<file path="src/hw/rtl/pcfd_pkg.sv">
`timescale 1ns / 1ps

package pcfd_pkg;

    // Widths of the interface fields
    localparam int EDGE_WIDTH    = 32;
    localparam int PERIOD_WIDTH  = 32;
    localparam int CLK_WIDTH     = 27;
    localparam int PRESC_WIDTH   = 11;
    localparam int DUTY_WIDTH    = 7;
    localparam int PROD_WIDTH    = PRESC_WIDTH + PERIOD_WIDTH;

    // Timestamp counter width, default for the top level parameter
    localparam int TS_WIDTH      = 32;

    // Configuration port
    localparam int CFG_IDX_WIDTH  = 2;
    localparam int CFG_DATA_WIDTH = 32;
    localparam logic [CFG_IDX_WIDTH-1:0] CFG_CPU_CLOCK_HZ    = 2'd0;
    localparam logic [CFG_IDX_WIDTH-1:0] CFG_TIMER_PRESCALER = 2'd1;

    localparam logic [CLK_WIDTH-1:0]   CLK_RESET   = 27'd8000000;
    localparam logic [PRESC_WIDTH-1:0] PRESC_RESET = 11'd8;

    // Full scale of the duty result
    localparam logic [DUTY_WIDTH-1:0] DUTY_FULL = 7'd100;

endpackage

</file>
<file path="src/hw/rtl/pcfd_sub_unit.sv">
`timescale 1ns / 1ps

// Shared subtract and compare: diff = a - b, ge when a >= b.
module pcfd_sub_unit #(
    parameter int Width = 48
) (
    input  logic [Width-1:0] a,
    input  logic [Width-1:0] b,
    output logic             ge,
    output logic [Width-1:0] diff
);

    logic [Width:0] full;

    assign full = {1'b0, a} - {1'b0, b};
    assign ge   = ~full[Width];
    assign diff = full[Width-1:0];

endmodule

</file>
<file path="src/hw/rtl/pcfd_edge_tracker.sv">
`timescale 1ns / 1ps

// Edge phase sequencer: first rising, then alternating falling and rising.
module pcfd_edge_tracker #(
    parameter int TsWidth = pcfd_pkg::TS_WIDTH
) (
    input  logic               aclk,
    input  logic               aresetn,
    input  logic               take,
    input  logic [TsWidth-1:0] t,
    output logic               close,
    output logic [TsWidth-1:0] period,
    output logic [TsWidth-1:0] high
);

    localparam logic [1:0] PHASE_FIRST = 2'd0;
    localparam logic [1:0] PHASE_FALL  = 2'd1;
    localparam logic [1:0] PHASE_RISE  = 2'd2;

    logic [1:0]         phase_reg, phase_next;
    logic [TsWidth-1:0] rise_reg, rise_next;
    logic [TsWidth-1:0] fall_reg, fall_next;

    assign close  = take && (phase_reg == PHASE_RISE);
    assign period = t - rise_reg;
    assign high   = fall_reg - rise_reg;

    always_comb begin
        phase_next = phase_reg;
        rise_next  = rise_reg;
        fall_next  = fall_reg;
        if (take) begin
            unique case (phase_reg)
                PHASE_FALL: begin
                    fall_next  = t;
                    phase_next = PHASE_RISE;
                end
                PHASE_RISE: begin
                    rise_next  = t;
                    phase_next = PHASE_FALL;
                end
                default: begin
                    // first edge, and the unused code: restart
                    rise_next  = t;
                    phase_next = PHASE_FALL;
                end
            endcase
        end
    end

    always_ff @(posedge aclk) begin
        if (!aresetn) begin
            phase_reg <= PHASE_FIRST;
            rise_reg  <= '0;
            fall_reg  <= '0;
        end else begin
            phase_reg <= phase_next;
            rise_reg  <= rise_next;
            fall_reg  <= fall_next;
        end
    end

endmodule

</file>
<file path="src/hw/rtl/pwm_capture_freq_duty.sv">
`timescale 1ns / 1ps
// Sequence: a closing rising edge is taken in idle, then ST_MUL, ST_FDIV, ST_DDIV and
//   ST_DONE lead to the output register; falling and opening edges give no result.
// Throughput: no new edge is taken until the sequencer is back in idle; the shared subtractor
//   runs 27 + 7 division steps per closing edge, and a stalled result channel holds ST_DONE.
// Reset (aresetn, synchronous, active low): edge phase back to the first rising edge,
//   stored timestamps zero, registers to 8000000 Hz and prescaler 8, no result pending.

module pwm_capture_freq_duty #(
    parameter int TimestampWidth = pcfd_pkg::TS_WIDTH
) (
    input  logic                                aclk,
    input  logic                                aresetn,

    // configuration write channel
    input  logic                                cfg_valid,
    output logic                                cfg_ready,
    input  logic [pcfd_pkg::CFG_IDX_WIDTH-1:0]  cfg_index,
    input  logic [pcfd_pkg::CFG_DATA_WIDTH-1:0] cfg_data,

    // edge input channel
    input  logic                                s_valid,
    output logic                                s_ready,
    input  logic [pcfd_pkg::EDGE_WIDTH-1:0]     s_edge_time,

    // result channel
    output logic                                m_valid,
    input  logic                                m_ready,
    output logic [pcfd_pkg::PERIOD_WIDTH-1:0]   m_period_ticks,
    output logic [pcfd_pkg::PERIOD_WIDTH-1:0]   m_high_ticks,
    output logic [pcfd_pkg::CLK_WIDTH-1:0]      m_frequency_hz,
    output logic [pcfd_pkg::DUTY_WIDTH-1:0]     m_duty_percent,
    output logic                                m_zero_period
);

    localparam int CW  = pcfd_pkg::CLK_WIDTH;
    localparam int DW  = pcfd_pkg::DUTY_WIDTH;
    localparam int PW  = pcfd_pkg::PERIOD_WIDTH;
    localparam int PRW = pcfd_pkg::PROD_WIDTH;
    localparam int XW  = (TimestampWidth > PW) ? TimestampWidth : PW;
    // shared unit width: covers 100 * high and the 43-bit frequency divisor
    localparam int UW  = (TimestampWidth + DW > pcfd_pkg::PROD_WIDTH) ?
                         (TimestampWidth + DW) : pcfd_pkg::PROD_WIDTH;
    localparam int CNW = $clog2(CW);

    localparam logic [2:0] ST_IDLE = 3'd0;
    localparam logic [2:0] ST_MUL  = 3'd1;
    localparam logic [2:0] ST_FDIV = 3'd2;
    localparam logic [2:0] ST_DDIV = 3'd3;
    localparam logic [2:0] ST_DONE = 3'd4;

    // ------------------------------------------------------------------
    // Configuration registers; the port never stalls.
    // ------------------------------------------------------------------
    logic [CW-1:0]                   clk_hz_reg;
    logic [pcfd_pkg::PRESC_WIDTH-1:0] presc_reg;

    assign cfg_ready = 1'b1;

    always_ff @(posedge aclk) begin
        if (!aresetn) begin
            clk_hz_reg <= pcfd_pkg::CLK_RESET;
            presc_reg  <= pcfd_pkg::PRESC_RESET;
        end else if (cfg_valid) begin
            // drop writes to indexes beyond the register list
            if (cfg_index == pcfd_pkg::CFG_CPU_CLOCK_HZ) begin
                clk_hz_reg <= cfg_data[CW-1:0];
            end else if (cfg_index == pcfd_pkg::CFG_TIMER_PRESCALER) begin
                presc_reg <= cfg_data[pcfd_pkg::PRESC_WIDTH-1:0];
            end
        end
    end

    // ------------------------------------------------------------------
    // Edge phase tracking
    // ------------------------------------------------------------------
    logic [2:0]                state_reg, state_next;
    logic                      in_xfer;
    logic [XW-1:0]             edge_ext;
    logic [TimestampWidth-1:0] edge_ts;
    logic                      close;
    logic [TimestampWidth-1:0] period_w, high_w;

    assign s_ready  = (state_reg == ST_IDLE);
    assign in_xfer  = s_valid && s_ready;
    assign edge_ext = XW'(s_edge_time);
    assign edge_ts  = edge_ext[TimestampWidth-1:0];

    pcfd_edge_tracker #(
        .TsWidth (TimestampWidth)
    ) u_tracker (
        .aclk    (aclk),
        .aresetn (aresetn),
        .take    (in_xfer),
        .t       (edge_ts),
        .close   (close),
        .period  (period_w),
        .high    (high_w)
    );

    // ------------------------------------------------------------------
    // Measurement datapath around one shared subtractor
    // ------------------------------------------------------------------
    logic [TimestampWidth-1:0]        period_reg, high_reg;
    logic [XW-1:0]                    period_ext, high_ext;
    logic [pcfd_pkg::PROD_WIDTH-1:0]  prod_reg;
    logic [UW-1:0]                    num_reg;
    logic [CW-1:0]                    clk_sh_reg;
    logic [CW:0]                      rem_reg;
    logic [CW-1:0]                    freq_q_reg;
    logic [DW-1:0]                    duty_q_reg;
    logic [CNW-1:0]                   cnt_reg;
    logic                             zero_reg, sat_reg, freq_ok_reg;

    logic [UW-1:0] su_a, su_b, su_diff;
    logic          su_ge;

    assign period_ext = XW'(period_reg);
    assign high_ext   = XW'(high_reg);

    always_comb begin
        unique case (state_reg)
            ST_MUL: begin
                // high against period: saturation check
                su_a = UW'(high_reg);
                su_b = UW'(period_reg);
            end
            ST_FDIV: begin
                su_a = UW'({rem_reg, clk_sh_reg[CW-1]});
                su_b = UW'(prod_reg);
            end
            ST_DDIV: begin
                su_a = num_reg;
                su_b = UW'(period_reg) << cnt_reg;
            end
            default: begin
                su_a = '0;
                su_b = '0;
            end
        endcase
    end

    pcfd_sub_unit #(
        .Width (UW)
    ) u_sub (
        .a    (su_a),
        .b    (su_b),
        .ge   (su_ge),
        .diff (su_diff)
    );

    // ------------------------------------------------------------------
    // Sequencer
    // ------------------------------------------------------------------
    logic out_load;

    always_comb begin
        state_next = state_reg;
        out_load   = 1'b0;
        unique case (state_reg)
            ST_IDLE: begin
                if (in_xfer && close) begin
                    state_next = ST_MUL;
                end
            end
            ST_MUL: begin
                state_next = ST_FDIV;
            end
            ST_FDIV: begin
                if (cnt_reg == '0) begin
                    state_next = ST_DDIV;
                end
            end
            ST_DDIV: begin
                if (cnt_reg == '0) begin
                    state_next = ST_DONE;
                end
            end
            ST_DONE: begin
                // hold until the output register is free
                if (!m_valid || m_ready) begin
                    out_load   = 1'b1;
                    state_next = ST_IDLE;
                end
            end
            default: begin
                state_next = ST_IDLE;
            end
        endcase
    end

    always_ff @(posedge aclk) begin
        if (!aresetn) begin
            state_reg <= ST_IDLE;
        end else begin
            state_reg <= state_next;
        end
    end

    always_ff @(posedge aclk) begin
        unique case (state_reg)
            ST_IDLE: begin
                if (in_xfer && close) begin
                    period_reg <= period_w;
                    high_reg   <= high_w;
                end
            end
            ST_MUL: begin
                prod_reg    <= PRW'(presc_reg) * PRW'(period_ext[PW-1:0]);
                num_reg     <= (UW'(high_reg) << 6) + (UW'(high_reg) << 5)
                             + (UW'(high_reg) << 2);
                zero_reg    <= (period_reg == '0);
                sat_reg     <= su_ge;
                freq_ok_reg <= (presc_reg != '0) && ((period_ext >> PW) == '0);
                clk_sh_reg  <= clk_hz_reg;
                rem_reg     <= '0;
                cnt_reg     <= CNW'(CW - 1);
            end
            ST_FDIV: begin
                // one restoring step of clock / (prescaler * period)
                rem_reg    <= su_ge ? su_diff[CW:0] : su_a[CW:0];
                freq_q_reg <= {freq_q_reg[CW-2:0], su_ge};
                clk_sh_reg <= clk_sh_reg << 1;
                if (cnt_reg == '0) begin
                    cnt_reg <= CNW'(DW - 1);
                end else begin
                    cnt_reg <= cnt_reg - CNW'(1);
                end
            end
            ST_DDIV: begin
                // one quotient bit of 100 * high / period
                if (su_ge) begin
                    num_reg <= su_diff;
                end
                duty_q_reg <= {duty_q_reg[DW-2:0], su_ge};
                cnt_reg    <= cnt_reg - CNW'(1);
            end
            default: begin
            end
        endcase
    end

    // ------------------------------------------------------------------
    // Output register
    // ------------------------------------------------------------------
    logic                m_valid_reg;
    logic [PW-1:0]       m_period_reg, m_high_reg;
    logic [CW-1:0]       m_freq_reg;
    logic [DW-1:0]       m_duty_reg;
    logic                m_zero_reg;

    always_ff @(posedge aclk) begin
        if (!aresetn) begin
            m_valid_reg <= 1'b0;
        end else if (out_load) begin
            m_valid_reg <= 1'b1;
        end else if (m_ready) begin
            m_valid_reg <= 1'b0;
        end
    end

    always_ff @(posedge aclk) begin
        if (out_load) begin
            m_period_reg <= period_ext[PW-1:0];
            m_high_reg   <= high_ext[PW-1:0];
            m_zero_reg   <= zero_reg;
            if (zero_reg) begin
                m_freq_reg <= '0;
                m_duty_reg <= '0;
            end else begin
                m_freq_reg <= freq_ok_reg ? freq_q_reg : '0;
                m_duty_reg <= sat_reg ? pcfd_pkg::DUTY_FULL : duty_q_reg;
            end
        end
    end

    assign m_valid        = m_valid_reg;
    assign m_period_ticks = m_period_reg;
    assign m_high_ticks   = m_high_reg;
    assign m_frequency_hz = m_freq_reg;
    assign m_duty_percent = m_duty_reg;
    assign m_zero_period  = m_zero_reg;

    // ------------------------------------------------------------------
    // Assertions
    // ------------------------------------------------------------------
    a_close_starts: assert property (@(posedge aclk) disable iff (!aresetn)
        (in_xfer && close) |=> (state_reg == ST_MUL))
        else $error("closing edge did not start a measurement");

    a_load_from_done: assert property (@(posedge aclk) disable iff (!aresetn)
        $rose(m_valid_reg) |-> ($past(state_reg) == ST_DONE))
        else $error("result presented without a finished measurement");

    a_zero_clean: assert property (@(posedge aclk) disable iff (!aresetn)
        (m_valid && m_zero_period) |-> (m_frequency_hz == '0 && m_duty_percent == '0))
        else $error("zero period with nonzero frequency or duty");

    a_duty_range: assert property (@(posedge aclk) disable iff (!aresetn)
        m_valid |-> (m_duty_percent <= pcfd_pkg::DUTY_FULL))
        else $error("duty above full scale");

endmodule
</file>
<file path="config.mk">
export PLATFORM = sky130hd
export DESIGN_NAME = pwm_capture_freq_duty
export DESIGN_NICKNAME = d
export VERILOG_FILES = /design/src/hw/rtl/pcfd_pkg.sv /design/src/hw/rtl/pcfd_sub_unit.sv /design/src/hw/rtl/pcfd_edge_tracker.sv /design/src/hw/rtl/pwm_capture_freq_duty.sv
export SDC_FILE = /design/constraint.sdc
export NUM_CORES = 2
export LEC_CHECK = 0
export ABC_AREA = 0
export BUFFER_PORTS_ARGS = -buffer_cell sky130_fd_sc_hd__buf_2
export CAP_MARGIN = 0
export CORE_MARGIN = 3
export CORE_UTILIZATION = 35
export CTS_CLUSTER_DIAMETER = 120
export DETAILED_ROUTE_END_ITERATION = 8
export HOLD_SLACK_MARGIN = 0.02
export PLACE_DENSITY = 0.48
export SYNTH_ARGS = -nofsm -noshare
export SYNTH_HDL_FRONTEND = slang
export SYNTH_SLANG_ARGS = --single-unit
</file>
<file path="constraint.sdc">
create_clock -name aclk -period 13.2 [get_ports aclk]
set_clock_uncertainty 0.05 [all_clocks]
set_input_delay 1.32 -clock aclk [delete_from_list [all_inputs] [get_ports aclk]]
set_output_delay 1.32 -clock aclk [all_outputs]
set_load 0.005 [all_outputs]
</file>
After elaboration in Yosys (flattened, before gate mapping)
Cells that the tools add are included.

Bits in registers: 454. Latch bits: 0. Memory bits (writable): 0. Bits in read-only memories: 0. Logic and storage cells: 92. Memories kept: 0.

Add/sub/neg operators: 6. Multiply operators: 1. Divide/modulo/power cells: 0. Magnitude comparators: 0. Eq/ne operators: 12. Shift operators: 1. Multiplexer cells: 20. Bitwise operators: 4. Reduce and logical (&&, ||, !) cells: 23.

Operator list (number): case mux 43 bit (3 select lines) (2); case mux 43 bit (2 select lines) (1); subtractor 32 bit (2); case mux 28 bit (2 select lines) (1); case mux 27 bit (2 select lines) (1); subtractor 43 x 43 -> 44 bit (1); multiplier 11 x 32 -> 43 bit (1); 2-to-1 mux 43 bit (1); left shift 32 x 5 -> 43 bit (1); adder 39 x 34 -> 40 bit (1); adder 38 x 37 -> 39 bit (1); logical NOT 32 bit (1); 2-to-1 mux 28 bit (1); case mux 3 bit (5 select lines) (1); case mux 5 bit (3 select lines) (1); 2-to-1 mux 3 bit (4); nonzero test 11 bit (1); AND reduction 2 bit (5); inequality test 2 bit (second input constant) (4); 2-to-1 mux 7 bit (1); equality test 3 x 2 -> 1 bit (second input constant) (2); nonzero test 2 bit (3); logical NOT 5 bit (1); 2-to-1 mux 5 bit (1); other kinds (18) (28).

Logic depth before layout (Yosys ltp)
Word-level depth: 6. Depth in mapped cells: 24. Depth with buffers taken out: 22.

Cells and area by module
Synthesis repeated with hierarchy kept, for this count alone.

Cells, all modules: 4081. Area, all modules: 38370.6 um2.

Modules (own cells, without submodules): pwm_capture_freq_duty (instances 1, cells an instance 2885, area an instance 29916.2 um2, sequential area each 11230.8 um2); pcfd_edge_tracker (instances 1, cells an instance 783, area an instance 5786.8 um2, sequential area each 1321.3 um2); pcfd_sub_unit (instances 1, cells an instance 413, area an instance 2667.6 um2, sequential area each 0.0 um2).

Least setup slack after synthesis
Ideal clock, no wire load.

Path kind: reg-to-reg. From: register state_reg[1]. To: register num_reg[0] (enable). Setup time: 0.458 ns. Data arrival time: 6.810 ns. Path slack: 5.883 ns. Stages on the path, launching flop included: 17. Buffers on the path: 4. Clock period less this slack: 7.317 ns. Cells stage by stage: dfxtp_1 clkbuf_1 buf_1 nor2_1 clkbuf_1 a221oi_1 ha_1 and4_1 a221o_1 a221o_1 a2111oi_4 nor2_1 a311oi_2 o21ai_2 buf_6 inv_1 a21oi_1.

Word-level cells in the longest chain between the ends: 5. Elaborated cells between the ends (all ways): 9. Classes of those cells: add/sub: 1; eq/ne: 4; mux: 2; reduce/logical: 2.

Ends and longest elaborated chain: start, declared (RTL line pwm_capture_freq_duty.sv:77) `logic [2:0] state_reg, state_next;`; start signal, assigned (RTL line pwm_capture_freq_duty.sv:196) `state_reg <= state_next;`; equality test 3 x 2 -> 1 bit (tied with other cells) (RTL line pwm_capture_freq_duty.sv:122, pwm_capture_freq_duty.sv:201); case mux 43 bit (3 select lines) (RTL line pwm_capture_freq_duty.sv:122) `unique case (state_reg)`; subtractor 43 x 43 -> 44 bit (RTL line pcfd_sub_unit.sv:15) `assign full = {1'b0, a} - {1'b0, b};`; inequality test 2 bit (no source line); AND reduction 2 bit (no source line) (*); end signal, assigned (RTL line pwm_capture_freq_duty.sv:210) `num_reg <= (UW'(high_reg) << 6) + (UW'(high_reg) << 5)`; end signal, assigned (RTL line pwm_capture_freq_duty.sv:233) `num_reg <= su_diff;`; end, declared (RTL line pwm_capture_freq_duty.sv:107) `logic [UW-1:0] num_reg;`.

Every way passes the cells marked *; elsewhere a longest branch is shown, timed or not. A chain may end at the register's enable or synchronous reset.

Worst setup path after layout
From: register state_reg[1]. To: register num_reg[32] (enable).

Same word-level chain as after synthesis.

==> summary.md <==
| Metric | Value |
|---|---|
| Crit-path slowest cell | a21oi_4 |
| Syn Nets | between 4000 and 5000 |
| Routed vias | approximately 28000 |
| Post-CTS Resized | 0 |
| 1st-pass router iterations | 8 |
| Worst path bufs/invs | 7 |
| Fillers | approximately 11000 |
| Antenna Violating Nets Remaining | 0 |
| Sequential power share | 37.1% |
| Comb pwr share | 28.2% |
| # Post-CTS Setup Buffers | 0 |
| Number of synthesized flops with an enable pin | approximately 350 |
| Int Pwr | about 3 mW |
| Clock network power share | around a third |
| Crit path time final | around 7.6 ns |
| Tcrit/Tclk final | between 50% and 60% |
| Die height | between 300 and 400 µm |
| Fmax | 132.2 MHz |
| Buffers on Ports | 166 |
| Dpl cell area | about 40000 µm² |
| CTS tree | done |
| Startpoint Class | flip-flop |
| Final setup TNS | 0 ns |
| Max-cap violations | 0 |
| Post-Synthesis Cells | ~3800 |
| Hold Fails Final Rpt | 0 |
| Layout Nets | around 4500 |
| CP delay by family, top | buffers and inverters |
| DRT iter0 DRCs | just under 2000 |
| Final Wtd Congestion | just under 0.9 |
| Final setup viols | 0 |
| Finished Layout Cells | around 5300 |
| Peak VDD IR | 144.2 µV |
| Clock Tree Root | clkbuf_16 |
| Tot Pwr | 4.413 mW |
| Routed WL per cell | approximately 21 µm |
| Ys async rst share | 0% |
| Reg2Reg Setup Slack | around 5.6 ns |
| YS warnings | 0 |
| Hpwl dp | 81.79 mm |
| Unrepaired setup endpoints after global routing | false |
| Dpl cells | roughly 5200 |
| Switching Share | between 30% and 40% |
| DRC | 0 |
| Synthesized area | about 37000 µm² |
| Worst path cell trace | buf_4 > inv_1 > nor2_1 > buf_4 > nand2_2 > inv_2 > nand2b_1 > nor3_1 > a222oi_1 > ha_1 > nor2b_1 > o31a_1 > o2111a_1 > a221o_1 > a2111oi_4 > nor2_1 > a311oi_2 > o21ai_4 > buf_4 > inv_1 > a21oi_4 > buf_4 |
| Pin count of the biggest net entering global routing | 77 |
| Final Util | between 30% and 40% |
| Vias per cell | between 5 and 6 |
| GRT Overall Usage | between 20% and 30% |
| CTS Buf Count | 56 |
| CTS sink count | ~450 |
| Die W | between 300 and 400 µm |
| Post-layout worst setup margin | approximately 5.6 ns |
| Register area share after synthesis | between 30% and 40% |
| Rel. slew slack | 20.74% |
| Main flop type after synthesis | edfxtp_1 |
| Dpl ws | roughly 5.7 ns |
| CP max FO | 46 |
| Top-Level Pins | ~170 |
| Grt total ovfl | 0 |
| Initial Util | 35.32% |
| Final Slew Violations | 0 |
| Mean post-synth cell area | approximately 9.9 µm² |
| DIE AREA | 110300 µm² |
| Hold-fix buffer count after cts | 0 |
| Worst path most repeated cell | buf_4 |
| Vias in the first global route | roughly 28000 |
| Worst-skew pair later-pin latency | approximately 0.65 ns |
| P_sw | approximately 1.4 mW |
| Hold Crit Class | flip-flop to flip-flop |
| Final WL | 112.7 mm |
| Fraction of layout cells with a size suffix above 1 | 11.29% |
| Final instance area | between 40000 and 50000 µm² |
| Clock Tree Buf Depth | 3 |
| Clock-pin slew of the registers on the worst-case setup and hold paths | 0.06 ns |
| Worst hold slack | between 0.3 and 0.4 ns |
| WS Path Type | flip-flop to flip-flop |
| P per Cell Area | roughly 110 nW/µm² |
| Count of different cell masters after synthesis | just under 80 |
| Initial antenna violation count | 4 |
| Least-Margin Pin Slew | roughly 1.2 ns |
| CTS H-tree depth | 2 |
| Rows | 119 |
| Yosys reg bits | around 450 |
| Max incr delay on CP | about 0.65 ns |
| Syn-to-layout area delta | 11.35% |
| First-pass GRT wire length | around 170 mm |
| Worst endpoint required time | around 13 ns |
| Arrival time worst endpoint | roughly 7.8 ns |
| Status | finished clean |
| Core ar. | 105400 µm² |
| Leakage power | roughly 17 nW |
| Worst setup EP type | flip-flop |
==> layout make-up <==
class                      instances  area, µm²  share of cell area (%)
tap                             1391       1740                   4.198
timing repair buffer             234       1344                   3.241
multi-input combinational       2784      22740                   54.86
clock inverter                    35      344.1                  0.8300
sequential                       454      12560                   30.29
inverter                         340       1276                   3.078
antenna                            1      2.502                0.006036
clock buffer                      69       1450                   3.498
==> cells by family (layout without fill, tap and decap cells) <==
| group | Yosys count | after routing | share of synthesized area, % |
|---|---|---|---|
| simple gates | 1211 | 1211 | 15.14 |
| other cells | 1 | 2 | 0.01007 |
| fa+ha+maj | 524 | 524 | 23.68 |
| flops | 454 | 454 | 33.71 |
| xor+xnor | 159 | 159 | 3.740 |
| mux | 160 | 160 | 5.155 |
| compound gates | 729 | 729 | 13.15 |
| buf+inv | 533 | 678 | 5.417 |
==> synth_stat cells, drive strengths merged, types with 6 or more instances <==
master  number  share of area, %
mux4        18               1.1
fa         301                16
dfxtp      108               5.8
or2          6              0.10
and3        30              0.50
nor4        12              0.20
a31oi       21              0.35
a211oi      29              0.58
nand3       38              0.51
a21boi      90               1.8
nor3        57              0.78
edfxtp     346                28
o31ai       12              0.24
a221oi      10              0.24
a311oi       6              0.16
inv        340               3.4
a21oi      168               2.3
o21a        22              0.44
a221o        6              0.16
xor2        49               1.2
buf         18              0.23
a21o        92               1.9
a22oi       31              0.63
nor2       184               1.9
o211ai      18              0.36
nand2b      30              0.50
mux2i       71               1.9
o21bai      22              0.44
nand4       19              0.32
nand2      567               5.7
mux2        71               2.2
clkbuf     175               1.8
or3          7              0.12
o22ai       10              0.17
nor2b       43              0.72
and2       193               3.2
a31o         9              0.21
a222oi      22              0.59
o21ai      123               1.7
xnor2      110               2.6
ha         223               7.5
==> cell usage in the layout (no fill, tap or decap), types with 110 or more instances in the layout <==
| master | synthesis | layout |
|---|---|---|
| ha_1 | 223 | 223 |
| inv_1 | 339 | 338 |
| nand2_1 | 567 | 565 |
| and2_1 | 193 | 193 |
| o21ai_0 | 122 | 122 |
| xnor2_1 | 110 | 110 |
| fa_1 | 301 | 301 |
| a21oi_1 | 168 | 167 |
| edfxtp_1 | 346 | 346 |
| buf_2 | 4 | 165 |
| nor2_1 | 184 | 179 |
==> power groups by stage <==
stage / logic, mW / registers (mW) / clock network [mW]
finish: 1.24 / 1.64 / 1.53
global route: 1.39 / 1.64 / 1.64
CTS: 1.25 / 1.64 / 1.59
detailed placement: 1.24 / 1.67 / 0
global placement: 1.24 / 1.67 / 0
floorplan: 0.910 / 1.65 / 0
==> path summary, 6_finish.rpt <==
path | from | to | cells past startpoint
worst max register to register | state_reg[1] | num_reg[32] | 22
worst min-delay path | freq_q_reg[12] | freq_q_reg[13] | 0
worst max-delay path | state_reg[1] | num_reg[32] | 22
worst min register to register | freq_q_reg[12] | freq_q_reg[13] | 0
==> routing by layer <==
layer,GRT usage [%],part of all wire [%],up-vias
met5,0,0,-
met4,5.290,2.5,0
met3,3.956,7.2,140
met2,32.29,45,775
met1,28.30,45,13834
li1,-,-,13155
Note: power is estimated with default switching activity, not from simulation.
